===== src/rtl/core/cca_pkg.sv =====
// Shared types, codes and constants for the circuit channel allocator.
// Used by the channel interfaces, the controller, the datapath and the top level.
// Has no dependencies of its own.
package cca_pkg;

	// Default sizing of the circuit group.
	localparam int CIRCUITS_DEF  = 32;
	localparam int LOCK_BITS_DEF = 8;

	// Fixed field widths of the request, response and configuration channels.
	localparam int ACTION_W   = 3;
	localparam int CODE_W     = 16;
	localparam int MASK_W     = 8;
	localparam int STATUS_W   = 2;
	localparam int ORDER_W    = 3;
	localparam int PARITY_W   = 2;
	localparam int CFG_ADDR_W = 2;
	localparam int CFG_DATA_W = 16;

	// Random start generator: 16-bit Galois LFSR.
	localparam int          LFSR_W    = 16;
	localparam logic [15:0] LFSR_SEED = 16'hACE1;
	localparam logic [15:0] LFSR_TAPS = 16'hB400;

	// The start-point remainder is taken over a dividend of the LFSR width.
	localparam int DIV_W   = LFSR_W;
	localparam int DIV_CNT_W = $clog2(DIV_W);

	// Request actions.
	localparam logic [ACTION_W-1:0] ACT_RESERVE = 3'd0;
	localparam logic [ACTION_W-1:0] ACT_RELEASE = 3'd1;
	localparam logic [ACTION_W-1:0] ACT_ADD     = 3'd2;
	localparam logic [ACTION_W-1:0] ACT_REMOVE  = 3'd3;
	localparam logic [ACTION_W-1:0] ACT_SETLOCK = 3'd4;

	// Response status codes.
	localparam logic [STATUS_W-1:0] ST_DONE      = 2'd0;
	localparam logic [STATUS_W-1:0] ST_NONE_FREE = 2'd1;
	localparam logic [STATUS_W-1:0] ST_EMPTY     = 2'd2;
	localparam logic [STATUS_W-1:0] ST_BAD_CODE  = 2'd3;

	// Allocation orders; any code above ORD_HIGH means a random start.
	localparam logic [ORDER_W-1:0] ORD_INC  = 3'd0;
	localparam logic [ORDER_W-1:0] ORD_DEC  = 3'd1;
	localparam logic [ORDER_W-1:0] ORD_LOW  = 3'd2;
	localparam logic [ORDER_W-1:0] ORD_HIGH = 3'd3;

	// Parity limits; the fourth code behaves as no limit.
	localparam logic [PARITY_W-1:0] PAR_ANY     = 2'd0;
	localparam logic [PARITY_W-1:0] PAR_EVEN    = 2'd1;
	localparam logic [PARITY_W-1:0] PAR_ODD     = 2'd2;
	localparam logic [PARITY_W-1:0] PAR_ANY_ALT = 2'd3;

	// Configuration register indexes.
	localparam logic [CFG_ADDR_W-1:0] CFG_ORDER    = 2'd0;
	localparam logic [CFG_ADDR_W-1:0] CFG_PARITY   = 2'd1;
	localparam logic [CFG_ADDR_W-1:0] CFG_FALLBACK = 2'd2;
	localparam logic [CFG_ADDR_W-1:0] CFG_BASE     = 2'd3;

	// Controller states.
	typedef enum logic [2:0] {
		S_IDLE,
		S_DECODE,
		S_DIV,
		S_START,
		S_SCAN,
		S_RETRY,
		S_WALK,
		S_FINISH
	} ctrl_state_t;

	// Datapath operations issued by the controller.
	typedef enum logic [2:0] {
		OP_NONE,
		OP_APPLY,
		OP_EMPTY,
		OP_PASS_INIT,
		OP_DIV_STEP,
		OP_START,
		OP_SCAN,
		OP_WALK
	} dp_op_t;

	// Command bundle from the controller to the datapath.
	typedef struct packed {
		logic   load_req;
		dp_op_t op;
		logic   fallback;
		logic   out_load;
	} dp_cmd_t;

	// Status bundle from the datapath to the controller.
	typedef struct packed {
		logic is_reserve;
		logic top_zero;
		logic use_div;
		logic need_walk;
		logic div_last;
		logic hit;
		logic scan_end;
		logic fallback_ok;
		logic walk_done;
	} dp_sts_t;

	// True when the low bit of a code satisfies the parity limit.
	function automatic logic parity_ok(input logic lsb, input logic [PARITY_W-1:0] par);
		logic ok;
		begin
			ok = 1'b1;
			if (par == PAR_EVEN) begin
				ok = !lsb;
			end else if (par == PAR_ODD) begin
				ok = lsb;
			end
			return ok;
		end
	endfunction

endpackage


===== src/rtl/core/cca_if.sv =====
// Valid/ready channel interfaces for requests, responses and configuration writes.
// Depends on cca_pkg for the field widths.
interface cca_req_if;
	logic                          valid;
	logic                          ready;
	logic [cca_pkg::ACTION_W-1:0]  action;
	logic [cca_pkg::CODE_W-1:0]    circuit_code;
	logic [cca_pkg::MASK_W-1:0]    lock_check_mask;
	logic [cca_pkg::MASK_W-1:0]    lock_value;
	logic                          swap_parity;

	modport source (output valid, action, circuit_code, lock_check_mask, lock_value,
		swap_parity, input ready);
	modport sink (input valid, action, circuit_code, lock_check_mask, lock_value,
		swap_parity, output ready);
endinterface

interface cca_rsp_if;
	logic                          valid;
	logic                          ready;
	logic [cca_pkg::CODE_W-1:0]    granted_code;
	logic [cca_pkg::STATUS_W-1:0]  result_status;

	modport source (output valid, granted_code, result_status, input ready);
	modport sink (input valid, granted_code, result_status, output ready);
endinterface

interface cca_cfg_if;
	logic                            valid;
	logic                            ready;
	logic [cca_pkg::CFG_ADDR_W-1:0]  addr;
	logic [cca_pkg::CFG_DATA_W-1:0]  data;

	modport source (output valid, addr, data, input ready);
	modport sink (input valid, addr, data, output ready);
endinterface


===== src/rtl/core/cca_datapath.sv =====
// Datapath of the circuit allocator: circuit marks, configuration registers,
// start-point remainder unit, scan pointer and result registers. Uses cca_pkg.
module cca_datapath #(
	parameter int CIRCUITS  = cca_pkg::CIRCUITS_DEF,
	parameter int LOCK_BITS = cca_pkg::LOCK_BITS_DEF
) (
	input  logic                            clk,
	input  logic                            arst_n,
	input  cca_pkg::dp_cmd_t                cmd,
	output cca_pkg::dp_sts_t                sts,
	input  logic [cca_pkg::ACTION_W-1:0]    action,
	input  logic [cca_pkg::CODE_W-1:0]      circuit_code,
	input  logic [cca_pkg::MASK_W-1:0]      lock_check_mask,
	input  logic [cca_pkg::MASK_W-1:0]      lock_value,
	input  logic                            swap_parity,
	input  logic                            cfg_we,
	input  logic [cca_pkg::CFG_ADDR_W-1:0]  cfg_addr,
	input  logic [cca_pkg::CFG_DATA_W-1:0]  cfg_data,
	output logic [cca_pkg::CODE_W-1:0]      granted_code,
	output logic [cca_pkg::STATUS_W-1:0]    result_status
);

	localparam int IW = $clog2(CIRCUITS);
	localparam int CW = $clog2(CIRCUITS + 1);

	// Configuration registers.
	logic [cca_pkg::ORDER_W-1:0]  order_q;
	logic [cca_pkg::PARITY_W-1:0] limit_q;
	logic                         fallback_q;
	logic [cca_pkg::CODE_W-1:0]   base_q;

	// Circuit state.
	logic [CIRCUITS-1:0]  present_q;
	logic [CIRCUITS-1:0]  busy_q;
	logic [LOCK_BITS-1:0] lock_q [CIRCUITS];
	logic [IW-1:0]        last_q;
	logic [CW-1:0]        top_q;
	logic [cca_pkg::LFSR_W-1:0] lfsr_q;

	// Captured request.
	logic [cca_pkg::ACTION_W-1:0] action_q;
	logic [IW-1:0]                local_q;
	logic                         code_ok_q;
	logic [LOCK_BITS-1:0]         mask_q;
	logic [LOCK_BITS-1:0]         value_q;
	logic                         swap_q;

	// Scan and remainder working registers.
	logic [cca_pkg::PARITY_W-1:0]  par_q;
	logic [CW-1:0]                 n_q;
	logic [CW-1:0]                 start_q;
	logic [CW-1:0]                 cnt_q;
	logic [CW-1:0]                 rem_q;
	logic [cca_pkg::DIV_W-1:0]     div_q;
	logic [cca_pkg::DIV_CNT_W-1:0] dcnt_q;

	// Result and output registers.
	logic [cca_pkg::CODE_W-1:0]   res_code_q;
	logic [cca_pkg::STATUS_W-1:0] res_status_q;
	logic [cca_pkg::CODE_W-1:0]   out_code_q;
	logic [cca_pkg::STATUS_W-1:0] out_status_q;

	logic [cca_pkg::CODE_W:0]     diff;
	logic                         code_ok;
	logic [IW-1:0]                rd_idx;
	logic [CW-1:0]                n_m1;
	logic                         rd_present;
	logic                         rd_busy;
	logic [LOCK_BITS-1:0]         rd_lock;
	logic [cca_pkg::PARITY_W-1:0] par_first;
	logic [cca_pkg::PARITY_W-1:0] par_next;
	logic [cca_pkg::LFSR_W-1:0]   lfsr_nxt;
	logic [CW-1:0]                top_m1;
	logic [CW:0]                  delta;
	logic [CW:0]                  sum;
	logic [CW:0]                  inc1;
	logic [CW:0]                  wrap1;
	logic [CW-1:0]                nxt;
	logic                         eligible;
	logic                         scan_end;
	logic [CW-1:0]                s0;
	logic [CW-1:0]                r1;
	logic [CW-1:0]                fixed;
	logic [CW:0]                  half;
	logic [CW-1:0]                cnt_init;
	logic [CW:0]                  trial;
	logic [CW:0]                  rem_nxt;
	logic                         apply_ok;
	logic                         use_div;

	// External code to local code, with range check.
	assign diff    = {1'b0, circuit_code} - {1'b0, base_q};
	assign code_ok = !diff[cca_pkg::CODE_W]
		&& (diff[cca_pkg::CODE_W-1:0] < cca_pkg::CODE_W'(CIRCUITS));

	// Configuration writes.
	always_ff @(posedge clk or negedge arst_n) begin
		if (!arst_n) begin
			order_q    <= cca_pkg::ORD_INC;
			limit_q    <= cca_pkg::PAR_ANY;
			fallback_q <= 1'b0;
			base_q     <= '0;
		end else if (cfg_we) begin
			case (cfg_addr)
				cca_pkg::CFG_ORDER:    order_q    <= cfg_data[cca_pkg::ORDER_W-1:0];
				cca_pkg::CFG_PARITY:   limit_q    <= cfg_data[cca_pkg::PARITY_W-1:0];
				cca_pkg::CFG_FALLBACK: fallback_q <= cfg_data[0];
				cca_pkg::CFG_BASE:     base_q     <= cfg_data[cca_pkg::CODE_W-1:0];
				default: ;
			endcase
		end
	end

	// Request capture.
	always_ff @(posedge clk) begin
		if (cmd.load_req) begin
			action_q  <= action;
			local_q   <= diff[IW-1:0];
			code_ok_q <= code_ok;
			mask_q    <= LOCK_BITS'(lock_check_mask);
			value_q   <= LOCK_BITS'(lock_value);
			swap_q    <= swap_parity;
		end
	end

	// Single read port into the circuit marks.
	assign n_m1 = n_q - CW'(1);
	always_comb begin
		case (cmd.op)
			cca_pkg::OP_APPLY: rd_idx = local_q;
			cca_pkg::OP_WALK:  rd_idx = n_m1[IW-1:0];
			default:           rd_idx = n_q[IW-1:0];
		endcase
	end
	assign rd_present = present_q[rd_idx];
	assign rd_busy    = busy_q[rd_idx];
	assign rd_lock    = lock_q[rd_idx];

	// Parity restriction for the first pass and for the fallback pass.
	always_comb begin
		par_first = (limit_q == cca_pkg::PAR_ANY_ALT) ? cca_pkg::PAR_ANY : limit_q;
		if (swap_q && (par_first != cca_pkg::PAR_ANY)) begin
			par_first = cca_pkg::PARITY_W'(3) - par_first;
		end
		par_next = cmd.fallback ? (cca_pkg::PARITY_W'(3) - par_q) : par_first;
	end

	assign lfsr_nxt = (lfsr_q >> 1) ^ (lfsr_q[0] ? cca_pkg::LFSR_TAPS : '0);
	assign use_div  = (order_q == cca_pkg::ORD_INC) || order_q[cca_pkg::ORDER_W-1];
	assign top_m1   = top_q - CW'(1);

	// Next candidate of the scan.
	always_comb begin
		delta = (par_q != cca_pkg::PAR_ANY) ? (CW+1)'(2) : (CW+1)'(1);
		sum   = {1'b0, n_q} + delta;
		inc1  = {1'b0, n_q} + (CW+1)'(1);
		wrap1 = (inc1 >= {1'b0, top_q}) ? (inc1 - {1'b0, top_q}) : inc1;
		case (order_q)
			cca_pkg::ORD_INC, cca_pkg::ORD_LOW: begin
				if (sum >= {1'b0, top_q}) begin
					nxt = (par_q == cca_pkg::PAR_ODD) ? CW'(1) : '0;
				end else begin
					nxt = sum[CW-1:0];
				end
			end
			cca_pkg::ORD_DEC, cca_pkg::ORD_HIGH: begin
				if ({1'b0, n_q} >= delta) begin
					nxt = n_q - delta[CW-1:0];
				end else begin
					nxt = top_m1;
					if (!cca_pkg::parity_ok(top_m1[0], par_q) && (top_m1 != '0)) begin
						nxt = top_m1 - CW'(1);
					end
				end
			end
			default: begin
				nxt = (wrap1 >= {1'b0, top_q}) ? '0 : wrap1[CW-1:0];
			end
		endcase
	end

	// Candidate test and end-of-pass detection.
	assign eligible = (n_q < top_q) && rd_present && !rd_busy
		&& ((rd_lock & mask_q) == '0) && cca_pkg::parity_ok(n_q[0], par_q);
	assign scan_end = !eligible && ((cnt_q == CW'(1)) || (nxt == start_q));

	// Start point of a pass, parity fixed, and its candidate budget.
	always_comb begin
		r1 = rem_q + CW'(1);
		case (order_q)
			cca_pkg::ORD_INC:  s0 = rem_q;
			cca_pkg::ORD_DEC:  s0 = ((last_q != '0) ? CW'(last_q) : top_q) - CW'(1);
			cca_pkg::ORD_LOW:  s0 = '0;
			cca_pkg::ORD_HIGH: s0 = top_m1;
			default: begin
				s0 = rem_q;
				if ((top_q > CW'(1)) && (rem_q == CW'(last_q))) begin
					s0 = (r1 == top_q) ? '0 : r1;
				end
			end
		endcase
		fixed = s0;
		if (par_q == cca_pkg::PAR_EVEN) begin
			fixed[0] = 1'b0;
		end else if (par_q == cca_pkg::PAR_ODD) begin
			fixed[0] = 1'b1;
		end
		half     = ({1'b0, top_q} + (CW+1)'(1)) >> 1;
		cnt_init = (par_q != cca_pkg::PAR_ANY) ? half[CW-1:0] : top_q;
	end

	// One restoring step of the remainder unit.
	always_comb begin
		trial   = {rem_q, div_q[cca_pkg::DIV_W-1]};
		rem_nxt = (trial >= {1'b0, top_q}) ? (trial - {1'b0, top_q}) : trial;
	end

	// Whether a release, add, remove or lock change applies.
	always_comb begin
		case (action_q)
			cca_pkg::ACT_RELEASE, cca_pkg::ACT_REMOVE, cca_pkg::ACT_SETLOCK:
				apply_ok = code_ok_q && rd_present;
			cca_pkg::ACT_ADD:
				apply_ok = code_ok_q && !rd_present;
			default:
				apply_ok = 1'b0;
		endcase
	end

	// Status toward the controller.
	always_comb begin
		sts.is_reserve  = (action_q == cca_pkg::ACT_RESERVE);
		sts.top_zero    = (top_q == '0);
		sts.use_div     = use_div;
		sts.need_walk   = (action_q == cca_pkg::ACT_REMOVE) && apply_ok
			&& ((CW'(local_q) + CW'(1)) == top_q);
		sts.div_last    = (dcnt_q == '0);
		sts.hit         = eligible;
		sts.scan_end    = scan_end;
		sts.fallback_ok = fallback_q && (par_q != cca_pkg::PAR_ANY);
		sts.walk_done   = (n_q == '0) || rd_present;
	end

	// Circuit marks, top code, last grant and the random generator.
	always_ff @(posedge clk or negedge arst_n) begin
		if (!arst_n) begin
			present_q <= '0;
			busy_q    <= '0;
			last_q    <= '0;
			top_q     <= '0;
			lfsr_q    <= cca_pkg::LFSR_SEED;
		end else begin
			case (cmd.op)
				cca_pkg::OP_APPLY: begin
					if (apply_ok) begin
						case (action_q)
							cca_pkg::ACT_RELEASE: busy_q[local_q] <= 1'b0;
							cca_pkg::ACT_ADD: begin
								present_q[local_q] <= 1'b1;
								busy_q[local_q]    <= 1'b0;
								if (top_q <= CW'(local_q)) begin
									top_q <= CW'(local_q) + CW'(1);
								end
							end
							cca_pkg::ACT_REMOVE: begin
								present_q[local_q] <= 1'b0;
								busy_q[local_q]    <= 1'b0;
							end
							default: ;
						endcase
					end
				end
				cca_pkg::OP_PASS_INIT: begin
					if (order_q[cca_pkg::ORDER_W-1]) begin
						lfsr_q <= lfsr_nxt;
					end
				end
				cca_pkg::OP_SCAN: begin
					if (eligible) begin
						busy_q[n_q[IW-1:0]] <= 1'b1;
						last_q              <= n_q[IW-1:0];
					end
				end
				cca_pkg::OP_WALK: begin
					if (n_q == '0) begin
						top_q <= '0;
					end else if (rd_present) begin
						top_q <= n_q;
					end
				end
				default: ;
			endcase
		end
	end

	// Lock flags; a circuit's flags are cleared whenever it is added or removed.
	always_ff @(posedge clk) begin
		if ((cmd.op == cca_pkg::OP_APPLY) && apply_ok) begin
			case (action_q)
				cca_pkg::ACT_ADD, cca_pkg::ACT_REMOVE: lock_q[local_q] <= '0;
				cca_pkg::ACT_SETLOCK:                  lock_q[local_q] <= value_q;
				default: ;
			endcase
		end
	end

	// Working registers of the scan, the remainder unit and the result.
	always_ff @(posedge clk) begin
		case (cmd.op)
			cca_pkg::OP_APPLY: begin
				res_code_q   <= '0;
				res_status_q <= apply_ok ? cca_pkg::ST_DONE : cca_pkg::ST_BAD_CODE;
				n_q          <= CW'(local_q);
			end
			cca_pkg::OP_EMPTY: begin
				res_code_q   <= '0;
				res_status_q <= cca_pkg::ST_EMPTY;
			end
			cca_pkg::OP_PASS_INIT: begin
				par_q  <= par_next;
				rem_q  <= '0;
				dcnt_q <= cca_pkg::DIV_CNT_W'(cca_pkg::DIV_W - 1);
				if (order_q[cca_pkg::ORDER_W-1]) begin
					div_q <= lfsr_nxt;
				end else begin
					div_q <= cca_pkg::DIV_W'(last_q) + cca_pkg::DIV_W'(1);
				end
			end
			cca_pkg::OP_DIV_STEP: begin
				rem_q  <= rem_nxt[CW-1:0];
				div_q  <= div_q << 1;
				dcnt_q <= dcnt_q - cca_pkg::DIV_CNT_W'(1);
			end
			cca_pkg::OP_START: begin
				n_q     <= fixed;
				start_q <= fixed;
				cnt_q   <= cnt_init;
			end
			cca_pkg::OP_SCAN: begin
				if (eligible) begin
					res_code_q   <= cca_pkg::CODE_W'(n_q) + base_q;
					res_status_q <= cca_pkg::ST_DONE;
				end else if (scan_end) begin
					res_code_q   <= '0;
					res_status_q <= cca_pkg::ST_NONE_FREE;
				end else begin
					n_q   <= nxt;
					cnt_q <= cnt_q - CW'(1);
				end
			end
			cca_pkg::OP_WALK: begin
				if ((n_q != '0) && !rd_present) begin
					n_q <= n_m1;
				end
			end
			default: ;
		endcase
	end

	// Output register; the response payload holds while it waits.
	always_ff @(posedge clk) begin
		if (cmd.out_load) begin
			out_code_q   <= res_code_q;
			out_status_q <= res_status_q;
		end
	end

	assign granted_code  = out_code_q;
	assign result_status = out_status_q;

endmodule


===== src/rtl/core/cca_ctrl.sv =====
// Controller of the circuit allocator: sequences decode, remainder, scan,
// fallback and top-code recovery, and owns the channel handshakes. Uses cca_pkg.
module cca_ctrl (
	input  logic              clk,
	input  logic              arst_n,
	input  logic              in_valid,
	output logic              in_ready,
	output logic              out_valid,
	input  logic              out_ready,
	input  cca_pkg::dp_sts_t  sts,
	output cca_pkg::dp_cmd_t  cmd
);

	cca_pkg::ctrl_state_t state_q;
	cca_pkg::ctrl_state_t state_d;
	logic                 pass2_q;
	logic                 out_valid_q;
	logic                 retry;
	logic                 can_load;

	// A failed first pass may retry once with the opposite parity.
	assign retry    = sts.scan_end && !sts.hit && sts.fallback_ok && !pass2_q;
	assign can_load = !out_valid_q || out_ready;

	// Next state.
	always_comb begin
		state_d = state_q;
		case (state_q)
			cca_pkg::S_IDLE: begin
				if (in_valid) begin
					state_d = cca_pkg::S_DECODE;
				end
			end
			cca_pkg::S_DECODE: begin
				if (sts.is_reserve) begin
					if (sts.top_zero) begin
						state_d = cca_pkg::S_FINISH;
					end else begin
						state_d = sts.use_div ? cca_pkg::S_DIV : cca_pkg::S_START;
					end
				end else begin
					state_d = sts.need_walk ? cca_pkg::S_WALK : cca_pkg::S_FINISH;
				end
			end
			cca_pkg::S_DIV: begin
				if (sts.div_last) begin
					state_d = cca_pkg::S_START;
				end
			end
			cca_pkg::S_START: state_d = cca_pkg::S_SCAN;
			cca_pkg::S_SCAN: begin
				if (sts.hit) begin
					state_d = cca_pkg::S_FINISH;
				end else if (sts.scan_end) begin
					state_d = retry ? cca_pkg::S_RETRY : cca_pkg::S_FINISH;
				end
			end
			cca_pkg::S_RETRY: state_d = sts.use_div ? cca_pkg::S_DIV : cca_pkg::S_START;
			cca_pkg::S_WALK: begin
				if (sts.walk_done) begin
					state_d = cca_pkg::S_FINISH;
				end
			end
			cca_pkg::S_FINISH: begin
				if (can_load) begin
					state_d = cca_pkg::S_IDLE;
				end
			end
			default: state_d = cca_pkg::S_IDLE;
		endcase
	end

	// Commands and handshake outputs.
	always_comb begin
		cmd.load_req = 1'b0;
		cmd.op       = cca_pkg::OP_NONE;
		cmd.fallback = 1'b0;
		cmd.out_load = 1'b0;
		in_ready     = 1'b0;
		case (state_q)
			cca_pkg::S_IDLE: begin
				in_ready     = 1'b1;
				cmd.load_req = in_valid;
			end
			cca_pkg::S_DECODE: begin
				if (sts.is_reserve) begin
					cmd.op = sts.top_zero ? cca_pkg::OP_EMPTY : cca_pkg::OP_PASS_INIT;
				end else begin
					cmd.op = cca_pkg::OP_APPLY;
				end
			end
			cca_pkg::S_DIV:   cmd.op = cca_pkg::OP_DIV_STEP;
			cca_pkg::S_START: cmd.op = cca_pkg::OP_START;
			cca_pkg::S_SCAN:  cmd.op = cca_pkg::OP_SCAN;
			cca_pkg::S_RETRY: begin
				cmd.op       = cca_pkg::OP_PASS_INIT;
				cmd.fallback = 1'b1;
			end
			cca_pkg::S_WALK:   cmd.op = cca_pkg::OP_WALK;
			cca_pkg::S_FINISH: cmd.out_load = can_load;
			default: ;
		endcase
	end

	// State, pass tracking and response valid.
	always_ff @(posedge clk or negedge arst_n) begin
		if (!arst_n) begin
			state_q     <= cca_pkg::S_IDLE;
			pass2_q     <= 1'b0;
			out_valid_q <= 1'b0;
		end else begin
			state_q <= state_d;
			if (state_q == cca_pkg::S_DECODE) begin
				pass2_q <= 1'b0;
			end else if (state_q == cca_pkg::S_RETRY) begin
				pass2_q <= 1'b1;
			end
			out_valid_q <= cmd.out_load || (out_valid_q && !out_ready);
		end
	end

	assign out_valid = out_valid_q;

endmodule


===== src/rtl/core/circuit_channel_allocator.sv =====
// Circuit allocator top level. Release, add, set lock and a plain remove are applied
// in the decode state; a remove of the highest circuit adds top-code recovery. A reserve
// runs the bit-serial start remainder (increasing and random orders only) and then the
// one-circuit-per-cycle scan. One request at a time; the next one is taken while the
// previous response waits. Asynchronous active-low reset empties the group, reseeds the LFSR.
module circuit_channel_allocator #(
	parameter int CIRCUITS  = cca_pkg::CIRCUITS_DEF,
	parameter int LOCK_BITS = cca_pkg::LOCK_BITS_DEF
) (
	input  logic      clk,
	input  logic      arst_n,
	cca_req_if.sink   req,
	cca_rsp_if.source rsp,
	cca_cfg_if.sink   cfg
);

	cca_pkg::dp_cmd_t cmd;
	cca_pkg::dp_sts_t sts;

	// Configuration writes are always taken.
	assign cfg.ready = 1'b1;

	cca_ctrl u_ctrl (
		.clk       (clk),
		.arst_n    (arst_n),
		.in_valid  (req.valid),
		.in_ready  (req.ready),
		.out_valid (rsp.valid),
		.out_ready (rsp.ready),
		.sts       (sts),
		.cmd       (cmd)
	);

	cca_datapath #(
		.CIRCUITS  (CIRCUITS),
		.LOCK_BITS (LOCK_BITS)
	) u_datapath (
		.clk             (clk),
		.arst_n          (arst_n),
		.cmd             (cmd),
		.sts             (sts),
		.action          (req.action),
		.circuit_code    (req.circuit_code),
		.lock_check_mask (req.lock_check_mask),
		.lock_value      (req.lock_value),
		.swap_parity     (req.swap_parity),
		.cfg_we          (cfg.valid),
		.cfg_addr        (cfg.addr),
		.cfg_data        (cfg.data),
		.granted_code    (rsp.granted_code),
		.result_status   (rsp.result_status)
	);

endmodule


===== src/flat_wrapper.sv =====
// flat-port wrapper written by rule: the top's interface ports become plain ports
module circuit_channel_allocator_flat 
#(
	parameter int CIRCUITS  = cca_pkg::CIRCUITS_DEF,
	parameter int LOCK_BITS = cca_pkg::LOCK_BITS_DEF
)
  (clk, arst_n, req_valid, req_action, req_circuit_code, req_lock_check_mask, req_lock_value, req_swap_parity, req_ready, rsp_valid, rsp_granted_code, rsp_result_status, rsp_ready, cfg_valid, cfg_addr, cfg_data, cfg_ready);
  cca_req_if req_i ();
  cca_rsp_if rsp_i ();
  cca_cfg_if cfg_i ();
  input  logic clk;
  input  logic arst_n;
  input wire logic [$bits(req_i.valid)-1:0] req_valid;
  input wire logic [$bits(req_i.action)-1:0] req_action;
  input wire logic [$bits(req_i.circuit_code)-1:0] req_circuit_code;
  input wire logic [$bits(req_i.lock_check_mask)-1:0] req_lock_check_mask;
  input wire logic [$bits(req_i.lock_value)-1:0] req_lock_value;
  input wire logic [$bits(req_i.swap_parity)-1:0] req_swap_parity;
  output wire logic [$bits(req_i.ready)-1:0] req_ready;
  output wire logic [$bits(rsp_i.valid)-1:0] rsp_valid;
  output wire logic [$bits(rsp_i.granted_code)-1:0] rsp_granted_code;
  output wire logic [$bits(rsp_i.result_status)-1:0] rsp_result_status;
  input wire logic [$bits(rsp_i.ready)-1:0] rsp_ready;
  input wire logic [$bits(cfg_i.valid)-1:0] cfg_valid;
  input wire logic [$bits(cfg_i.addr)-1:0] cfg_addr;
  input wire logic [$bits(cfg_i.data)-1:0] cfg_data;
  output wire logic [$bits(cfg_i.ready)-1:0] cfg_ready;
  assign req_i.valid = req_valid;
  assign req_i.action = req_action;
  assign req_i.circuit_code = req_circuit_code;
  assign req_i.lock_check_mask = req_lock_check_mask;
  assign req_i.lock_value = req_lock_value;
  assign req_i.swap_parity = req_swap_parity;
  assign req_ready = req_i.ready;
  assign rsp_valid = rsp_i.valid;
  assign rsp_granted_code = rsp_i.granted_code;
  assign rsp_result_status = rsp_i.result_status;
  assign rsp_i.ready = rsp_ready;
  assign cfg_i.valid = cfg_valid;
  assign cfg_i.addr = cfg_addr;
  assign cfg_i.data = cfg_data;
  assign cfg_ready = cfg_i.ready;
  circuit_channel_allocator #(.CIRCUITS(CIRCUITS), .LOCK_BITS(LOCK_BITS)) u_core (.clk(clk), .arst_n(arst_n), .req(req_i), .rsp(rsp_i), .cfg(cfg_i));
endmodule

===== config.mk =====
export PLATFORM = sky130hd
export DESIGN_NAME = circuit_channel_allocator_flat
export DESIGN_NICKNAME = d
export VERILOG_FILES = /design/src/rtl/core/cca_pkg.sv /design/src/rtl/core/cca_if.sv /design/src/rtl/core/cca_datapath.sv /design/src/rtl/core/cca_ctrl.sv /design/src/rtl/core/circuit_channel_allocator.sv /design/src/flat_wrapper.sv
export SDC_FILE = /design/constraint.sdc
export NUM_CORES = 1
export LEC_CHECK = 0
export ABC_AREA = 0
export BUFFER_PORTS_ARGS = -buffer_cell sky130_fd_sc_hd__buf_2
export CELL_PAD_IN_SITES_DETAIL_PLACEMENT = 1
export CELL_PAD_IN_SITES_GLOBAL_PLACEMENT = 1
export CORE_MARGIN = 1
export CORE_UTILIZATION = 56
export CTS_BUF_LIST = sky130_fd_sc_hd__clkbuf_2
export CTS_CLUSTER_SIZE = 24
export DETAILED_ROUTE_END_ITERATION = 10
export GPL_TIMING_DRIVEN = 0
export PLACE_DENSITY_LB_ADDON = 0.1
export SYNTH_ARGS = -nofsm -noshare
export SYNTH_HDL_FRONTEND = slang
export SYNTH_SLANG_ARGS = --single-unit
export TNS_END_PERCENT = 1

===== constraint.sdc =====
create_clock -name clk -period 18.65 [get_ports clk]
set_clock_uncertainty 0.15 [all_clocks]
set_input_delay 0.9325 -clock clk [delete_from_list [all_inputs] [get_ports clk]]
set_output_delay 0.9325 -clock clk [all_outputs]
set_load 0.005 [all_outputs]

### Word-level counts from Yosys, hierarchy flattened

Memory sizes are Yosys's and may differ from the RTL's.
Index checks and enable logic that the tools add are counted.

* $add $sub $neg: 19
* multipliers: 0
* div/mod/pow operators: 0
* magnitude comparators: 14
* equality and inequality tests: 47
* shifts and indexed selects: 0
* muxes and demuxes: 93
* bitwise operators: 8
* reduce and logical (&&, ||, !) cells: 79

Operator list (count)
* $pmux 32 s2: 2
* $mux 6: 19
* $mux 32: 3
* $and 32x32->32: 2
* $mux 16: 4
* $or 32x32->32: 2
* $pmux 16 s2: 2
* $pmux 6 s2: 4
* $pmux 6 s4: 2
* $not 32->32: 1
* $sub 6x1->6 const B: 5
* $ge 7x6->1: 4
* $mux 1: 28
* $eq 3x3->1 const B: 9
* $eq 3x2->1 const B: 8
* $mux 3: 8
* $pmux 3 s8: 1
* $logic_and 1x1->1: 22
* $eq 6x6->1: 3
* $lt 5x6->1 const B: 3
* $mux 2: 9
* $ne 2x2->1 const B: 9
* $pmux 3 s6: 1
* $reduce_bool 2->1: 9
* other kinds (52): 100

* register bits: 226
* bits in latches: 0
* bits in writable memories: 256
* bits in read-only memories: 0
* bits of input ports: 59
* output and inout bits: 21
* logic and storage cells: 290
* memories: 1

Memory list
* u_core.u_datapath.lock_q: depth 32, bits a word 8, rd ports 1, clocked after Yosys merged registers in 0, wr ports 1, line cca_datapath.sv:35 `logic [LOCK_BITS-1:0] lock_q [CIRCUITS];`

### Logic depth before layout (Yosys ltp)

* depth in word-level cells: 21
* depth in mapped cells: 23
* depth with buffers taken out: 22

### By module

From an unflattened synthesis, not the netlist that was laid out.

* cells, all modules: 2365
* area total of the unflattened synthesis: 25594.5 sq um

By module, submodules not included
* cca_datapath: times used 1, cells each 2317, area each 25209.2 sq um, seq. area each 13768.2 sq um
* cca_ctrl: times used 1, cells each 46, area each 374.1 sq um, seq. area each 125.1 sq um
* circuit_channel_allocator: times used 1, cells each 2, area each 11.3 sq um, seq. area each 0.0 sq um

### Worst setup path before layout

OpenSTA, ideal clock, no wires.

* kind: reg-to-reg
* start: register u_core.u_datapath.n_q[0]
* end: register u_core.u_datapath.res_code_q[0] (netlist bit) (enable)
* setup time: 388 ps
* data arrival time: 5773 ps
* data required time: 18112 ps
* path slack: 12339 ps
* cell stages (with the launch flop): 21
* path buffers: 1
* clock period less this slack: 6311 ps
* cells stage by stage: edfxtp_1 > clkbuf_1 > inv_1 > ha_1 > ha_1 > nor2b_1 > o31a_1 > o221a_2 > nor2_1 > mux2_2 > ha_1 > nor3_1 > a221oi_1 > a2111oi_0 > and2_1 > o21ai_0 > a221oi_1 > xor2_1 > o41ai_1 > nor3_1 > nor2_1

* word-level cells in the longest chain between the ends: 12
* elaborated cells on any way between the ends: 37
* those cells by class: 5 x add/sub; 5 x order compare; 2 x eq/ne; 12 x mux; 1 x bitwise; 11 x reduce/logical; 1 x memory

RTL lines
* from (decl): line cca_datapath.sv:50 `logic [CW-1:0] n_q;`
* from (signal assigned): line cca_datapath.sv:313 `n_q <= CW'(local_q);`
* from (signal assigned): line cca_datapath.sv:335 `n_q <= fixed;`
* from (signal assigned): line cca_datapath.sv:347 `n_q <= nxt;`
* branches (longest 10 deep; another with $add 6x1->7)
* $ne 3x3->1 (no source line) *
* $reduce_and 2->1 (no source line) *
* to (signal assigned): line cca_datapath.sv:341 `res_code_q <= cca_pkg::CODE_W'(n_q) + base_q;`
* to (decl): line cca_datapath.sv:58 `logic [cca_pkg::CODE_W-1:0] res_code_q;`

Every way passes the cells marked *. The select of a mux whose other input is x is not followed.
A chain may end at the register's enable or synchronous reset.

### Worst setup path in the final report

* start: register u_core.u_datapath.n_q[0]
* end: register u_core.u_datapath.res_code_q[2] (netlist bit) (enable)

Same word-level chain as after synthesis.

==> summary.txt <==
================================================================================
Mux contribution to synthesized area ..............................        4.66%
Worst endpoint required time ......................................     19.26 ns
Leakage ...........................................................      10.5 nW
Final period util .................................................        49.5%
First DRT Iteration DRCs ..........................................        2,561
Arrival time worst endpoint .......................................      9.85 ns
Dominant register cell in the synthesized netlist .................     edfxtp_1
Total length of routed met3 wires .................................    10,100 um
Sum of negative setup slack .......................................         0 ns
Dominant combinational cell family by area after synthesis ........ simple AND/OR/NAND/NOR gates
Launching element type of the critical path .......................    flip-flop
Worst Tran Pin Value ..............................................      1.42 ns
Most repeated cell in the gate-level netlist after synthesis ......     edfxtp_1
Clock transition at path regs .....................................      0.10 ns
Number of max-cap violations ......................................            0
Path type of the worst setup path .................................   reg -> reg
Standard-cell row count ...........................................           77
Simple-gate share of the synthesized area .........................        15.2%
Avg Vias per Cell .................................................         6.89
Half-perimeter wire length of the detailed placement result .......    70,100 um
Number of synthesized flops with an enable pin ....................          364
Average cell area after synthesis .................................    10.9 um^2
Result of the run .................................................    completed
Sink count of the clock tree ......................................          482
Number of buffers created by CTS ..................................          121
Detailed Route WL .................................................   101,000 um
Final global-route overflow total .................................            0
Post-synthesis sequential area ratio ..............................        54.8%
Total count of hold-check failures in the final report ............            0
Adder and majority cell fraction of the synthesized area ..........        4.66%
Via count of the first global-routing pass ........................       23,800
Fraction of synthesized cell area taken by the top area cell type .        43.1%
Met2 routed wirelength ............................................    47,500 um
Yosys warns .......................................................            0
Depth of the CTS H-tree ...........................................            3
Initial antenna violation count ...................................            5
Setup repair after global routing missed its margin ...............           no
Highest routed metal layer ........................................         met5
Reg2reg setup slack ...............................................      9.41 ns
Total global routing track utilization ............................        43.7%
Crit end category .................................................    flip-flop
Wire length on met1 ...............................................    35,300 um
FILL cells ........................................................        4,873
First-pass GRT wire length ........................................   148,000 um
Max Fclk ..........................................................      108 MHz
Pwr Density .......................................................  178 nW/um^2
I/O pins ..........................................................           80
Synthesized-area fraction occupied by ao, oa, aoi and oai cells ...        14.1%
Clock tree from TritonCTS .........................................        built
Count of distinct cell types in the synthesized netlist ...........           91
Worst R2R Path Depth ..............................................           15
Drc violations ....................................................            0
Class of the tightest hold or removal check .......................    in -> reg
Critical Path Sink ................................................ u_core.u_datapath.res_code_q[2]
Core area .........................................................  44,400 um^2
Largest net degree at the start of global routing .................           97
Critical Path Source .............................................. u_core.u_datapath.n_q[0]
Global placer's final weighted congestion .........................         1.01
Post-DR wirelength/cell ...........................................      30.9 um
Total setup violations reported at the end of the flow ............            0
Relative max-transition margin ....................................        5.49%
Leading cell types by total area after synthesis .................. edfxtp_1, dfrtp_1, ha_1
Xor-xnor portion of the synthesized cell area .....................        2.94%
Multi-input gate area in the final layout .........................  10,700 um^2
Post-Syn Nets .....................................................        2,466
Worst-path fanout max .............................................           16
Die area ..........................................................  46,100 um^2
Post-synth top cells .............................................. edfxtp_1, nand2_1, nor2_1
Share of cells above drive strength 1 .............................        16.3%
Die extent in y ...................................................       215 um
Max-slew violation count ..........................................            0
Tot Pwr ...........................................................      5.05 mW
Combined area of all synthesized cells ............................  25,300 um^2
Period minus WS final .............................................      9.24 ns
Flip-flop and latch count after synthesis .........................          482
Register area .....................................................  13,900 um^2
R2r startpoint .................................................... u_core.u_datapath.n_q[0]
Syn Inst Count ....................................................        2,317
Worst skew pair latency ...........................................      1.27 ns
Vias ..............................................................       22,500
Endpoint of the lowest-slack register-to-register path ............ u_core.u_datapath.res_code_q[2]
Async set or reset register ratio after synthesis .................        24.5%
Syn-to-layout area delta ..........................................        11.8%
Number of nets in the layout ......................................        2,724
CTS max path bufs .................................................            3
Starting density of the core ......................................        57.0%
Die Wd ............................................................       215 um
Cell type with the largest total area after synthesis .............     edfxtp_1
Detailed Routing Iterations Pass 1 ................................            6
Clock root buffer .................................................     clkbuf_2
Antenna violation net count after detailed routing ................            0
Count of port buffers added during placement ......................           78
Peak ir drop on the vdd network ...................................       119 uV
================================================================================
critical path: stages, from the launching register on:
cell and delay [ns]:
edfxtp_1 0.73, clkbuf_1 0.57, inv_1 0.45, ha_1 0.63, nor4bb_1 0.15, a31oi_1 0.97
nand2_2 0.50, clkbuf_1 0.63, clkbuf_1 0.50, and3_1 0.33, a32oi_1 0.24, o2111a_1 0.22
a41oi_1 0.31, nor4_2 0.97, nor3_1 0.35, nor2_1 1.11
stage by stage:
stage          hold slack [ns]  std cells  util (%)  setup WS [ns]  area [um^2]
2_1_floorplan            0.250       2317         -          12.34        25300
3_5_place_dp             0.256       3000      60.3           9.75        26800
6_report                0.0501       3263      63.8           9.41        28300
3_3_place_gp             0.254       2987      59.6           9.57        26500
4_1_cts                0.00165       3259      63.7           9.69        28300
5_1_grt                 0.0729       3261      63.8           9.61        28300
layout make-up:
type	instances	share of cell area [%]
Antenna cell	4	0.0353
Buffer	138	2.09
Clock buffer	181	3.20
Clock inverter	34	0.632
Inverter	81	1.07
Multi-Input combinational cell	1616	37.7
Sequential cell	482	49.1
Tap cell	592	2.62
Timing Repair Buffer	135	3.57
registers in the layout, summed over array words and instances, names as in the netlist, 3 cells and up, named ones only:
name	count
u_core.u_datapath.div_q	16
u_core.u_datapath.local_q	5
u_core.u_datapath.top_q	6
u_core.u_datapath.rem_q	6
u_core.u_datapath.granted_code	16
u_core.u_datapath.n_q	6
u_core.u_ctrl.state_q	3
u_core.u_datapath.mask_q	8
u_core.u_datapath.start_q	6
u_core.u_datapath.action_q	3
u_core.u_datapath.lfsr_q	16
u_core.u_datapath.lock_q	256
u_core.u_datapath.order_q	3
u_core.u_datapath.dcnt_q	4
u_core.u_datapath.last_q	5
u_core.u_datapath.base_q	16
u_core.u_datapath.cnt_q	6
u_core.u_datapath.busy_q	32
u_core.u_datapath.value_q	8
u_core.u_datapath.res_code_q	16
metal layers:
metal,GRT usage (%),up-vias
met5,0,-
met4,31.0,2
met3,10.8,548
met2,71.0,1599
met1,50.7,11000
li1,-,9275
report_power, final:
part	switching [mW]	internal [mW]	total, mW
Sequential	0.107	1.29	1.39
Clock	0.473	0.274	0.748
Combinational	2.02	0.886	2.91
Total	2.60	2.45	5.05
cell families after synthesis:
logic type,Yosys count
and+or+nand+nor,797
AOI/OAI and AO/OA,530
DFF,482
buffers and inverters,219
muxes,112
adders and majority gates,91
xor gates and xnor gates,85
other,1
how the worst min path moves through the flow:
stage	cells past startpoint	start	slack, ns	end
2_1_floorplan	0	u_core.u_datapath.res_code_q[0]	0.25	u_core.u_datapath.granted_code[0]
3_3_place_gp	0	u_core.u_datapath.res_code_q[0]	0.25	u_core.u_datapath.granted_code[0]
3_5_place_dp	0	u_core.u_datapath.res_code_q[8]	0.26	u_core.u_datapath.granted_code[8]
4_1_cts	3	cfg_addr[0]	0.002	u_core.u_datapath.fallback_q
5_1_grt	3	cfg_addr[0]	0.07	u_core.u_datapath.fallback_q
6_report	3	cfg_addr[0]	0.05	u_core.u_datapath.fallback_q
layout by cell type, fill, tap and decap left out, drive strengths merged, types with 25 or more instances in the layout:
cell | synthesis | layout
clkinv | 2 | 31
o211ai | 25 | 25
nor2b | 27 | 27
inv | 79 | 81
edfxtp | 364 | 364
clkbuf | 82 | 263
dfrtp | 110 | 110
nand2 | 232 | 232
a31oi | 75 | 75
a211oi | 37 | 37
nor3 | 92 | 92
dlygate4sd3 | 0 | 44
nand3 | 78 | 78
buf | 56 | 147
o21ai | 81 | 81
mux2 | 47 | 47
xnor2 | 64 | 64
ha | 84 | 84
nor2 | 185 | 185
and3 | 56 | 56
a21oi | 123 | 123
mux2i | 65 | 65
timing repair:
action | 4_1_cts | 5_1_grt
resized for setup | 0 | 0
hold buffers | 44 | 0
setup buffers | 0 | 0
endpoints found under the hold margin | 153 | 0
No activity file was read; power rests on OpenSTA's default activity.
